$ cat config.mk
export PLATFORM = sky130hd
export DESIGN_NAME = integer_to_ascii_converter_top_flat
export DESIGN_NICKNAME = d
export VERILOG_FILES = /design/src/ita_pkg.sv /design/src/ita_req_if.sv /design/src/ita_rsp_if.sv /design/src/integer_to_ascii_converter_top.sv /design/src/ita_bcd.sv /design/src/flat_wrapper.sv
export SDC_FILE = /design/constraint.sdc
export NUM_CORES = 1
export LEC_CHECK = 0
export BUFFER_PORTS_ARGS = -buffer_cell sky130_fd_sc_hd__buf_2
export CAP_MARGIN = 5
export CORE_MARGIN = 3
export CORE_UTILIZATION = 40
export CTS_CLUSTER_SIZE = 25
export DETAILED_ROUTE_END_ITERATION = 16
export PLACE_DENSITY_LB_ADDON = 0.25
export REMOVE_ABC_BUFFERS = 1
export SYNTH_ARGS = -nofsm -noshare
export SYNTH_HDL_FRONTEND = slang
export SYNTH_SLANG_ARGS = --single-unit
export TNS_END_PERCENT = 30
$ cat constraint.sdc
create_clock -name clock -period 4.48 [get_ports clock]
set_input_delay 0.448 -clock clock [delete_from_list [all_inputs] [get_ports clock]]
set_output_delay 0.448 -clock clock [all_outputs]
set_load 0.005 [all_outputs]
$ cat src/ita_pkg.sv
// Shared definitions for the integer to ASCII converter.
// Holds default sizes, kind codes, ASCII codes, the sequencer state type and
// the hex digit to character mapping. No dependencies.
package ita_pkg;

   // Default sizes handed to the top level parameters
   localparam int INT_WIDTH_DEF  = 32;
   localparam int PTR_DIGITS_DEF = 16;

   // Conversion kinds
   typedef logic [1:0] kind_type;
   localparam kind_type KIND_DEC = 2'd0;
   localparam kind_type KIND_HEX = 2'd1;
   localparam kind_type KIND_PTR = 2'd2;

   // ASCII codes
   typedef logic [7:0] char_type;
   localparam char_type CHAR_MINUS = 8'h2d;
   localparam char_type CHAR_ZERO  = 8'h30;
   localparam char_type CHAR_X     = 8'h78;
   localparam char_type CHAR_A     = 8'h61;

   // Output sequencer states
   typedef enum logic [2:0] {
      ST_IDLE,
      ST_CONV,
      ST_SKIP,
      ST_SIGN,
      ST_ZERO,
      ST_X,
      ST_DIGIT
   } state_type;

   // Map one hex or BCD digit to its lowercase ASCII character
   function automatic char_type hex_char(input logic [3:0] nib);
      char_type c;
      if (nib < 4'd10) begin
         c = CHAR_ZERO + char_type'(nib);
      end else begin
         c = CHAR_A + char_type'(nib - 4'd10);
      end
      return c;
   endfunction

endpackage

$ cat src/ita_req_if.sv
// Request channel of the integer to ASCII converter: valid, ready, payload.
// Depends on ita_pkg for the kind type.
interface ita_req_if
   import ita_pkg::*;
();
   logic     valid;
   logic     ready;
   kind_type req_type;
   logic [63:0] value;

   modport source (output valid, output req_type, output value, input ready);
   modport sink   (input valid, input req_type, input value, output ready);
endinterface

$ cat src/ita_rsp_if.sv
// Response channel of the integer to ASCII converter: one character per transaction.
// Depends on ita_pkg for the character type.
interface ita_rsp_if
   import ita_pkg::*;
();
   logic     valid;
   logic     ready;
   char_type char_code;
   logic     last;

   modport source (output valid, output char_code, output last, input ready);
   modport sink   (input valid, input char_code, input last, output ready);
endinterface

$ cat src/integer_to_ascii_converter_top.sv
// Integer to ASCII converter, top level. One transaction at a time; a value is accepted
// only when the previous run is done. Decimal values pass through the bit-serial BCD converter
// and then the digit shift, which moves one nibble per cycle while the output is not stalled;
// decimal and hex output may start with a minus sign, and pointer output is prefixed with 0x.
// Synchronous active-high reset returns the sequencer to idle and drops any pending output.
module integer_to_ascii_converter_top
   import ita_pkg::*;
#(
   parameter int INT_WIDTH  = INT_WIDTH_DEF,
   parameter int PTR_DIGITS = PTR_DIGITS_DEF
) (
   input  logic      clock,
   input  logic      reset,
   ita_req_if.sink   req_if,
   ita_rsp_if.source rsp_if
);
   localparam int DEC_DIGITS = (INT_WIDTH * 1233) / 4096 + 1;
   localparam int HEX_DIGITS = (INT_WIDTH + 3) / 4;
   localparam int NIB_A      = (DEC_DIGITS > HEX_DIGITS) ? DEC_DIGITS : HEX_DIGITS;
   localparam int NIB        = (NIB_A > PTR_DIGITS) ? NIB_A : PTR_DIGITS;
   localparam int DIG_W      = 4 * NIB;
   localparam int CNT_W      = $clog2(NIB + 1);

   state_type               state_ff, state_in;
   logic                    neg_ff, neg_in;
   logic [DIG_W-1:0]        dig_ff, dig_in;
   logic [CNT_W-1:0]        cnt_ff, cnt_in;
   logic                    rsp_valid_ff, rsp_valid_in;
   char_type                char_ff, char_in;
   logic                    last_ff, last_in;

   logic                    accept;
   logic                    out_free;
   logic [INT_WIDTH-1:0]    int_v;
   logic                    int_neg;
   logic [INT_WIDTH-1:0]    mag;
   logic                    bcd_start;
   logic                    bcd_done;
   logic [4*DEC_DIGITS-1:0] bcd;
   logic [3:0]              top_nib;
   logic                    more_zeros;
   logic                    emit;
   char_type                emit_char;
   logic                    emit_last;
   logic                    shift_dig;

   assign req_if.ready = (state_ff == ST_IDLE);
   assign accept       = req_if.valid && req_if.ready;
   assign out_free     = !rsp_valid_ff || rsp_if.ready;

   // Magnitude of the signed low word
   assign int_v   = req_if.value[INT_WIDTH-1:0];
   assign int_neg = int_v[INT_WIDTH-1];
   assign mag     = int_neg ? (~int_v + INT_WIDTH'(1)) : int_v;

   assign bcd_start = accept && (req_if.req_type == KIND_DEC);

   ita_bcd #(
      .INT_WIDTH  (INT_WIDTH),
      .DEC_DIGITS (DEC_DIGITS)
   ) u_bcd (
      .clock (clock),
      .reset (reset),
      .start (bcd_start),
      .mag   (mag),
      .done  (bcd_done),
      .bcd   (bcd)
   );

   assign top_nib    = dig_ff[DIG_W-1 -: 4];
   assign more_zeros = (top_nib == 4'd0) && (cnt_ff > CNT_W'(1));

   // Next state
   always_comb begin
      state_in = state_ff;
      case (state_ff)
         ST_IDLE: begin
            if (accept) begin
               case (req_if.req_type)
                  KIND_DEC: state_in = ST_CONV;
                  KIND_HEX: state_in = ST_SKIP;
                  KIND_PTR: state_in = ST_ZERO;
                  default:  state_in = ST_IDLE;
               endcase
            end
         end
         ST_CONV: begin
            if (bcd_done) state_in = ST_SKIP;
         end
         ST_SKIP: begin
            if (!more_zeros) state_in = neg_ff ? ST_SIGN : ST_DIGIT;
         end
         ST_SIGN: begin
            if (out_free) state_in = ST_DIGIT;
         end
         ST_ZERO: begin
            if (out_free) state_in = ST_X;
         end
         ST_X: begin
            if (out_free) state_in = ST_DIGIT;
         end
         ST_DIGIT: begin
            if (out_free && (cnt_ff == CNT_W'(1))) state_in = ST_IDLE;
         end
         default: state_in = ST_IDLE;
      endcase
   end

   // Character emission and digit shift controls
   always_comb begin
      emit      = 1'b0;
      emit_char = CHAR_ZERO;
      emit_last = 1'b0;
      shift_dig = 1'b0;
      case (state_ff)
         ST_SKIP: begin
            shift_dig = more_zeros;
         end
         ST_SIGN: begin
            emit      = out_free;
            emit_char = CHAR_MINUS;
         end
         ST_ZERO: begin
            emit      = out_free;
            emit_char = CHAR_ZERO;
         end
         ST_X: begin
            emit      = out_free;
            emit_char = CHAR_X;
         end
         ST_DIGIT: begin
            emit      = out_free;
            emit_char = hex_char(top_nib);
            emit_last = (cnt_ff == CNT_W'(1));
            shift_dig = out_free;
         end
         default: begin
            emit = 1'b0;
         end
      endcase
   end

   // Load the digit register left-aligned, then advance one nibble at a time
   always_comb begin
      neg_in = neg_ff;
      dig_in = dig_ff;
      cnt_in = cnt_ff;
      if (accept) begin
         neg_in = int_neg;
         if (req_if.req_type == KIND_PTR) begin
            dig_in = DIG_W'(req_if.value[4*PTR_DIGITS-1:0]) << (4 * (NIB - PTR_DIGITS));
            cnt_in = CNT_W'(PTR_DIGITS);
         end else begin
            dig_in = DIG_W'(mag) << (4 * (NIB - HEX_DIGITS));
            cnt_in = CNT_W'(HEX_DIGITS);
         end
      end else if ((state_ff == ST_CONV) && bcd_done) begin
         dig_in = DIG_W'(bcd) << (4 * (NIB - DEC_DIGITS));
         cnt_in = CNT_W'(DEC_DIGITS);
      end else if (shift_dig) begin
         dig_in = dig_ff << 4;
         cnt_in = cnt_ff - CNT_W'(1);
      end
   end

   // Hold the output register until the sink takes the transaction
   always_comb begin
      rsp_valid_in = rsp_valid_ff;
      char_in      = char_ff;
      last_in      = last_ff;
      if (emit) begin
         rsp_valid_in = 1'b1;
         char_in      = emit_char;
         last_in      = emit_last;
      end else if (rsp_if.ready) begin
         rsp_valid_in = 1'b0;
      end
   end

   always_ff @(posedge clock) begin
      if (reset) begin
         state_ff     <= ST_IDLE;
         rsp_valid_ff <= 1'b0;
      end else begin
         state_ff     <= state_in;
         rsp_valid_ff <= rsp_valid_in;
      end
      neg_ff  <= neg_in;
      dig_ff  <= dig_in;
      cnt_ff  <= cnt_in;
      char_ff <= char_in;
      last_ff <= last_in;
   end

   assign rsp_if.valid     = rsp_valid_ff;
   assign rsp_if.char_code = char_ff;
   assign rsp_if.last      = last_ff;

endmodule

$ cat src/ita_bcd.sv
// Bit-serial binary to BCD converter (shift and add-3), one input bit per cycle.
// Depends on ita_pkg for the default of INT_WIDTH.
module ita_bcd
   import ita_pkg::*;
#(
   parameter int INT_WIDTH  = INT_WIDTH_DEF,
   parameter int DEC_DIGITS = 10
) (
   input  logic                    clock,
   input  logic                    reset,
   input  logic                    start,
   input  logic [INT_WIDTH-1:0]    mag,
   output logic                    done,
   output logic [4*DEC_DIGITS-1:0] bcd
);
   localparam int CNT_W = $clog2(INT_WIDTH + 1);

   logic                    busy_ff, busy_in;
   logic                    done_ff, done_in;
   logic [CNT_W-1:0]        cnt_ff, cnt_in;
   logic [INT_WIDTH-1:0]    shift_ff, shift_in;
   logic [4*DEC_DIGITS-1:0] bcd_ff, bcd_in;
   logic [4*DEC_DIGITS-1:0] adj;

   // Add 3 to every digit of 5 or more before the shift
   always_comb begin
      for (int d = 0; d < DEC_DIGITS; d++) begin
         if (bcd_ff[4*d +: 4] >= 4'd5) begin
            adj[4*d +: 4] = bcd_ff[4*d +: 4] + 4'd3;
         end else begin
            adj[4*d +: 4] = bcd_ff[4*d +: 4];
         end
      end
   end

   // Load on start, then shift one magnitude bit into the BCD word per cycle
   always_comb begin
      busy_in  = busy_ff;
      done_in  = 1'b0;
      cnt_in   = cnt_ff;
      shift_in = shift_ff;
      bcd_in   = bcd_ff;
      if (start) begin
         busy_in  = 1'b1;
         cnt_in   = CNT_W'(INT_WIDTH);
         shift_in = mag;
         bcd_in   = '0;
      end else if (busy_ff) begin
         bcd_in   = {adj[4*DEC_DIGITS-2:0], shift_ff[INT_WIDTH-1]};
         shift_in = shift_ff << 1;
         cnt_in   = cnt_ff - CNT_W'(1);
         if (cnt_ff == CNT_W'(1)) begin
            busy_in = 1'b0;
            done_in = 1'b1;
         end
      end
   end

   always_ff @(posedge clock) begin
      if (reset) begin
         busy_ff <= 1'b0;
         done_ff <= 1'b0;
      end else begin
         busy_ff <= busy_in;
         done_ff <= done_in;
      end
      cnt_ff   <= cnt_in;
      shift_ff <= shift_in;
      bcd_ff   <= bcd_in;
   end

   assign done = done_ff;
   assign bcd  = bcd_ff;

endmodule
$ cat src/flat_wrapper.sv
// flat-port wrapper written by rule: the top's interface ports become plain ports
module integer_to_ascii_converter_top_flat import ita_pkg::*;
#(
   parameter int INT_WIDTH  = INT_WIDTH_DEF,
   parameter int PTR_DIGITS = PTR_DIGITS_DEF
)
  (clock, reset, req_if_valid, req_if_req_type, req_if_value, req_if_ready, rsp_if_valid, rsp_if_char_code, rsp_if_last, rsp_if_ready);
  ita_req_if req_if_i ();
  ita_rsp_if rsp_if_i ();
  input  logic clock;
  input  logic reset;
  input wire logic [$bits(req_if_i.valid)-1:0] req_if_valid;
  input wire logic [$bits(req_if_i.req_type)-1:0] req_if_req_type;
  input wire logic [$bits(req_if_i.value)-1:0] req_if_value;
  output wire logic [$bits(req_if_i.ready)-1:0] req_if_ready;
  output wire logic [$bits(rsp_if_i.valid)-1:0] rsp_if_valid;
  output wire logic [$bits(rsp_if_i.char_code)-1:0] rsp_if_char_code;
  output wire logic [$bits(rsp_if_i.last)-1:0] rsp_if_last;
  input wire logic [$bits(rsp_if_i.ready)-1:0] rsp_if_ready;
  assign req_if_i.valid = req_if_valid;
  assign req_if_i.req_type = req_if_req_type;
  assign req_if_i.value = req_if_value;
  assign req_if_ready = req_if_i.ready;
  assign rsp_if_valid = rsp_if_i.valid;
  assign rsp_if_char_code = rsp_if_i.char_code;
  assign rsp_if_last = rsp_if_i.last;
  assign rsp_if_i.ready = rsp_if_ready;
  integer_to_ascii_converter_top #(.INT_WIDTH(INT_WIDTH), .PTR_DIGITS(PTR_DIGITS)) u_core (.clock(clock), .reset(reset), .req_if(req_if_i), .rsp_if(rsp_if_i));
endmodule
==> results of run 1 <==
[per-layer routing]
layer,track usage [%],up-vias,part of all wire (%)
met3,3.66,19,6.3
met2,30.2,218,47
met5,0,-,0
met4,4.63,0,1.4
met1,26.2,3408,46
li1,-,3490,-
[cell families after synthesis]
group	after synthesis	synth area share [%]
AND/OR/NAND/NOR	309	16.5
AO/OA/AOI/OAI	222	15.9
flip-flops	163	47.6
buffers and inverters	96	4.10
multiplexers	63	6.87
XOR/XNOR	52	4.96
adder cells (fa/ha/maj)	30	4.09
other	1	0.0408
[stage by stage]
stage | setup WS (ps) | power [mW]
2_1_floorplan | 652 | 4.58
3_3_place_gp | 1620 | 5.27
3_5_place_dp | 1540 | 5.33
4_1_cts | 1520 | 6.90
5_1_grt | 1360 | 7.33
6_report | 1460 | 6.86
[report_power, final]
group / switching, mW / internal (mW)
Sequential: 0.447 / 2.47
Clock: 0.621 / 0.933
Combinational: 1.39 / 0.991
[flip-flops by register name, summed over array words and instances (netlist names)]
register                 cells
u_core.dig_ff               64
u_core.u_bcd.bcd            40
u_core.u_bcd.shift_ff       32
u_core.rsp_if.char_code      8
u_core.u_bcd.cnt_ff          6
u_core.cnt_ff                5
u_core.state_ff              3
u_core.neg_ff                1
u_core.rsp_if.last           1
u_core.rsp_if.valid          1
u_core.u_bcd.busy_ff         1
u_core.u_bcd.done            1
[placed cells by master (no fill, tap or decap), types with 4 or more instances in the layout]
cell type,netlist,layout
edfxtp_1,111,111
nand2_1,108,108
buf_2,7,80
o21ai_0,78,78
nor2_1,65,64
mux2i_1,63,63
dfxtp_1,52,51
a21oi_1,45,45
inv_1,34,34
ha_1,30,30
xor2_1,28,28
nand3_1,28,28
nand2b_1,26,26
nor3_1,26,26
xnor2_1,24,24
clkbuf_16,0,23
a22o_1,20,20
a211oi_1,15,15
a221oi_1,11,11
buf_4,0,11
nor3b_1,10,10
o22ai_1,10,10
o31ai_1,8,8
and3_1,8,7
a31oi_1,6,6
nor4_1,5,5
o41ai_2,5,5
o21ai_1,5,5
nor2b_1,5,4
o221ai_1,4,4
nand4_1,4,4
[layout make-up]
type	count	share of cell area (%)
clock buffer	26	5.73
clock inverter	6	0.431
inverter	34	1.22
multi-input combinational	677	42.6
sequential	163	41.9
tap	280	3.35
timing repair buffer	92	4.81
[worst paths after layout]
check	from	endpoint	depth (start not counted)
max	u_core.state_ff[2]$_SDFFE_PP0P_	u_core.dig_ff[58]$_DFFE_PP_	5
min	reset	u_core.u_bcd.busy_ff$_SDFF_PP0_	2
max reg2reg	u_core.state_ff[2]$_SDFFE_PP0P_	u_core.dig_ff[58]$_DFFE_PP_	5
min reg2reg	u_core.u_bcd.shift_ff[31]$_DFFE_PP_	u_core.u_bcd.bcd[0]$_SDFFE_PP0P_	2
==> impl_results.md, run 1 <==
- IO buf count: 80
- Final Hold Viols: 0
- Clock-pin slew on the worst setup and hold paths: 60 ps
- Crit Path Max Fanout: 39
- Starting Density: 41.4%
- Grt total ovfl: 0
- Family with the most delay on the worst path: simple AND/OR/NAND/NOR gates
- Worst hold slack: about 300 ps
- DIE AREA: 24,800 sq um
- Peak supply drop: between 0.2 and 0.3 mV
- Pin count of the biggest net entering global routing: 57
- Fmax: between 0.3 and 0.4 GHz
- Fraction of layout cells with a size suffix above 1: 14.5%
- RePlAce Congestion: 0.829
- Layout fillers: 2,146
- Mapped Avg Cell Area: 9.81 sq um
- Top post-synthesis cells by area: edfxtp_1 36%, dfxtp_1 11%, mux2i_1 6.9%
- Placed cell areas: just under 10,000 sq um
- Vias in the first global route: about 7,000
- Area share of the largest cell type after synthesis: 36.3%
- Antenna diodes: 0
- TritonCTS Sinks: between 150 and 200
- Global router's overall resource usage: 18.8%
- CP Data Required Time: 4590 ps
- Drc violations: 0
- Placed insts: 1,246
- Crit end category: flop
- Status: completed
- Clk_skew: roughly 6.4 ps
- Antenna-violating nets left: 0
- Slew Viols, Final: 0
- WP data arrival: 3120 ps
- DRT iter0 DRCs: 446
- CTS tree: built
- Pre-Repair DR Iteration Count: 7
- Hold_buf cts: 0
- Multi-input logic area: 4450 sq um
- Cts bufs inserted: 17
- Period utilisation layout: 67.3%
- Cts repair resizes: 0
- Post-Syn Area: 9190 sq um
- Predominant post-synthesis flop cell: edfxtp_1
- Register bit total from synthesis: 163
- Post-DR wirelength/cell: 18.1 um
- Post-synth ARST share: 0%
- Post-CTS Setup Repair Bufs: 0
- DP HPWL: 16,200 um
- # nets final: 1,085
- Core ar.: 22,200 sq um
- HP Class: in -> reg
- Max-cap violation count: 0
- Setup violations, final: 0
- H-tree depth: 4
- Post-synth top area cell: edfxtp_1
- Pwr Density: between 600 and 700 nW/um^2
- Via count of the routed design: about 7,100
- CP Buf/Inv Count: 1
- Cells after Synth: 936
- Synth cell types: 58
- LEAKAGE: 3.91 nW
- Kind of start point of the critical path: flop
- Setup TNS: 0 ps
- Worst rel slew slack: approximately 28%
- Final core utilization: a little under half
- Final instance area: 10,400 sq um
- CP Cell Sequence: nor2_1, nand3_1, nand2_1, a211o_2, buf_12
- Max clock buf depth: 2
- Worst skew pair latency: around 430 ps
- Critical path's largest stage delay: 600 ps
- EDFF count, synth: 111
- I/O pin cnt: 81
- Sequential cell area fraction in the yosys report: a little under half
- Die Y: 158 um
- Worst Tran Pin Value: 1070 ps
- Flop2flop setup slack: 1460 ps
- FP Rows: 54
- Yosys warning count: 0
- RSZ-0062 raised after global routing: false
- Die Width: 158 um
- Ranking of synthesized cells by instance count: 111 x edfxtp_1, 108 x nand2_1, 78 x o21ai_0
- CTS Root Cell: clkbuf_16
- Fin crit period: 3020 ps
- Global-route wire length before repair: 36,300 um
- Slowest-stage cell, CP: a211o_2
- Area Overhead vs Synth: 13.7%
- Fin cells: 1,278
- Vias per cell: 5.58
- Crit Path Category: reg -> reg
- Register area: 4380 sq um
- Final wirelength: between 20,000 and 25,000 um
- Most frequent cell after synthesis: edfxtp_1
- Initial antenna violation count: 0
(Power assumes the default switching activity.)
==> run 2, diff against run 1 <==
==> constraint.sdc (replaced) <==
create_clock -name clock -period 2.5 [get_ports clock]
set_input_delay 0.25 -clock clock [delete_from_list [all_inputs] [get_ports clock]]
set_output_delay 0.25 -clock clock [all_outputs]
set_load 0.005 [all_outputs]
==> run 2 against run 1 <==
Compared with the run above: critical path depth increased by 1; register-to-register slack got worse by 1200 ps; combinational power up 93%; design area up 1.7%; critical endpoint is now u_core.dig_ff[2]$_SDFFCE_PN0P_; largest cell class unchanged; largest power group unchanged.
==> impl_results.md, run 2 (synthesized netlist as in run 1, its figures left out) <==
- Status: completed
- Most common cell after layout, fill and taps aside: edfxtp_1
- Min-Delay Endpoint: u_core.state_ff[2]$_SDFFE_PP0P_
- Final core utilization: 47.9% (+0.81 points)
- Pin count of the biggest net entering global routing: 60 (+5.3%)
- Fraction of layout cells with a size suffix above 1: 16.1% (+1.5 points)
- Final Hold Viols: 0 (unchanged)
- CP Launch Point: u_core.dig_ff[61]$_DFFE_PP_
- R2r worst-path depth: 6 (+1)
- Max clock buf depth: 2 (unchanged)
- H-tree depth: 4 (unchanged)
- Starting Density: 41.4% (unchanged)
- Global-route wire length before repair: 36,800 um (+1.3%)
- Comb pwr share: 37.3% (+2.5 points)
- RSZ-0062 raised after global routing: false
- RePlAce Congestion: 0.845 (+1.9%)
- Hold Startpoint: reset
- Crit end category: flop
- Vias in the first global route: 6,870 (+1.0%)
- # nets final: 1,102 (+1.6%)
- Antenna diodes: 0 (unchanged)
- DP HPWL: 16,400 um (+1.6%)
- Post-CTS Setup Repair Bufs: 0 (unchanged)
- Period utilisation layout: 89.0% (+22 points)
- Commonest non-fill, non-tap cells in the layout: 111 x edfxtp_1, 108 x nand2_1, 80 x buf_2, 78 x o21ai_0, 64 x nor2_1
- Grt total ovfl: 0 (unchanged)
- DIE AREA: 24,800 sq um (unchanged)
- Via count of the routed design: 7,198 (+0.88%)
- Placed cell areas: 10,000 sq um (+2.5%)
- Kind of start point of the critical path: flop
- Cts repair resizes: 0 (unchanged)
- Drc violations: 0 (unchanged)
- Max-cap violation count: 0 (unchanged)
- Flop2flop setup slack: 270 ps (-1190 ps)
- Setup violations, final: 0 (unchanged)
- Peak supply drop: 0.519 mV (+91%)
- CP Buf/Inv Count: 2 (+1)
- Critical path's largest stage delay: 430 ps (-170 ps)
- FP Rows: 54 (unchanged)
- Worst rel slew slack: 39.3% (+11 points)
- P_sw: 4.52 mW (+84%)
- Slowest-stage cell, CP: or4b_1
- DRT iter0 DRCs: 521 (+17%)
- Clk_skew: 10.1 ps (+3.69 ps)
- Sequential power share: 41.6% (-1.0 points)
- Pre-Repair DR Iteration Count: 5 (-2)
- Die Width: 158 um (unchanged)
- IO buf count: 80 (unchanged)
- I/O pin cnt: 81 (unchanged)
- Area Overhead vs Synth: 15.7%
- Clock Power Share: 21.1% (-1.6 points)
- Net Sw Frac: 36.6% (+0.75 points)
- Worst R2R End: u_core.dig_ff[2]$_SDFFCE_PN0P_
- Clock-pin slew on the worst setup and hold paths: 70 ps (about the same)
- Hold_buf cts: 0 (unchanged)
- Register with the most flip-flops: u_core.dig_ff
- Fin crit period: 2230 ps (-791 ps)
- HP Class: in -> reg
- Cts bufs inserted: 17 (unchanged)
- Core ar.: 22,200 sq um (unchanged)
- WP data arrival: 2350 ps (-770 ps)
- TritonCTS Sinks: 163 (unchanged)
- Worst Tran Pin Value: 906 ps (-163 ps)
- Internal: 7.82 mW (+78%)
- Die Y: 158 um (unchanged)
- CP Data Required Time: 2630 ps (-1960 ps)
- CTS tree: built
- Slew Viols, Final: 0 (unchanged)
- Fmax: 0.449 GHz (+36%)
- Crit Path Category: reg -> reg
- Crit Reg-Reg Startpoint: u_core.dig_ff[61]$_DFFE_PP_
- Worst skew pair latency: 430 ps (about the same)
- Vias per cell: 5.56 (-0.44%)
- LEAKAGE: 4.00 nW (+2.3%)
- Global router's overall resource usage: 18.9% (+0.16 points)
- Antenna-violating nets left: 0 (unchanged)
- Family with the most delay on the worst path: compound AO/OA/AOI/OAI gates
- CP Cell Sequence: inv_1, ha_1, or4b_1, a211oi_1, a211o_2, buf_12
- Final instance area: 10,600 sq um (+1.7%)
- Post-DR wirelength/cell: 17.9 um (-1.1%)
- Pwr Density: 1160 nW/um^2 (+77%)
- Initial antenna violation count: 1 (+1)
- Crit Path Max Fanout: 33 (-15%)
- Largest register FFs: 64 (unchanged)
- Worst Hold Depth: 2 (unchanged)
- CTS Root Cell: clkbuf_16
- Final wirelength: 23,100 um (+0.22%)
## run 2: cell types whose count changed in the layout (fill, tap and decap cells not counted)
| cell | before | now |
|---|---|---|
| inv_6 | 3 | 7 |
| clkbuf_8 | 1 | 0 |
| clkinv_4 | 1 | 2 |
| inv_8 | 0 | 1 |
| clkbuf_16 | 23 | 19 |
| buf_12 | 1 | 10 |
| clkbuf_1 | 1 | 0 |
| inv_4 | 0 | 1 |
| clkbuf_2 | 1 | 0 |
| buf_4 | 11 | 19 |
## run 2: power by group through the flow
stage	registers [mW]	clock network, mW	logic (mW)
4_1_cts	5.15	2.65	4.63
5_1_grt	5.27	2.76	5.21
3_5_place_dp	5.19	0	4.59
6_report	5.14	2.60	4.60
3_3_place_gp	5.17	0	4.50
2_1_floorplan	5.07	0	3.14
## run 2: worst max path at each step
| stage | endpoint | depth (start not counted) |
|---|---|---|
| 6_report | u_core.dig_ff[2]$_SDFFCE_PN0P_ | 6 |
| 5_1_grt | u_core.dig_ff[11]$_DFFE_PP_ | 6 |
| 4_1_cts | u_core.dig_ff[46]$_DFFE_PP_ | 6 |
| 3_5_place_dp | u_core.dig_ff[61]$_DFFE_PP_ | 7 |
| 3_3_place_gp | u_core.dig_ff[61]$_DFFE_PP_ | 7 |
| 2_1_floorplan | u_core.u_bcd.shift_ff[13]$_DFFE_PP_ | 5 |
## run 2: metrics by stage
step | hold slack, ps | cells | TNS, ps | setup slack, ps | power [mW]
after CTS | 105 | 1295 | 0 | 266 | 12.4
after detailed placement | 477 | 1263 | 0 | 159 | 9.78
after floorplan | 319 | 874 | -242110 | -1330 | 8.21
after global routing | 114 | 1295 | 0 | 173 | 13.2
after global placement | 469 | 1263 | 0 | 222 | 9.67
final | 106 | 1295 | 0 | 274 | 12.3
## run 2: final cells by class
class / count / area [sq um]
inverters: 34 / 128
clock buffers: 19 / 475
fillers: 2101 / 11500
repair buffers: 109 / 743
clock inverters: 13 / 106
flip-flops and latches: 163 / 4380
well taps: 280 / 350
multi-input cells: 677 / 4450
## run 2: worst reg2reg max path, cell delays in order, from the launching register on
cell	delay, ps
edfxtp_1	400
inv_1	150
ha_1	160
or4b_1	430
a211oi_1	240
a211o_2	280
buf_12	240
## run 2: layer usage
layer  vias up  GRT usage, %  wire length [um]
met4         2          4.79               346
met3        31          3.46              1320
met2       211          32.2             11300
met5         -             0                 7
li1       3525             -                 -
met1      3429          25.0             10100
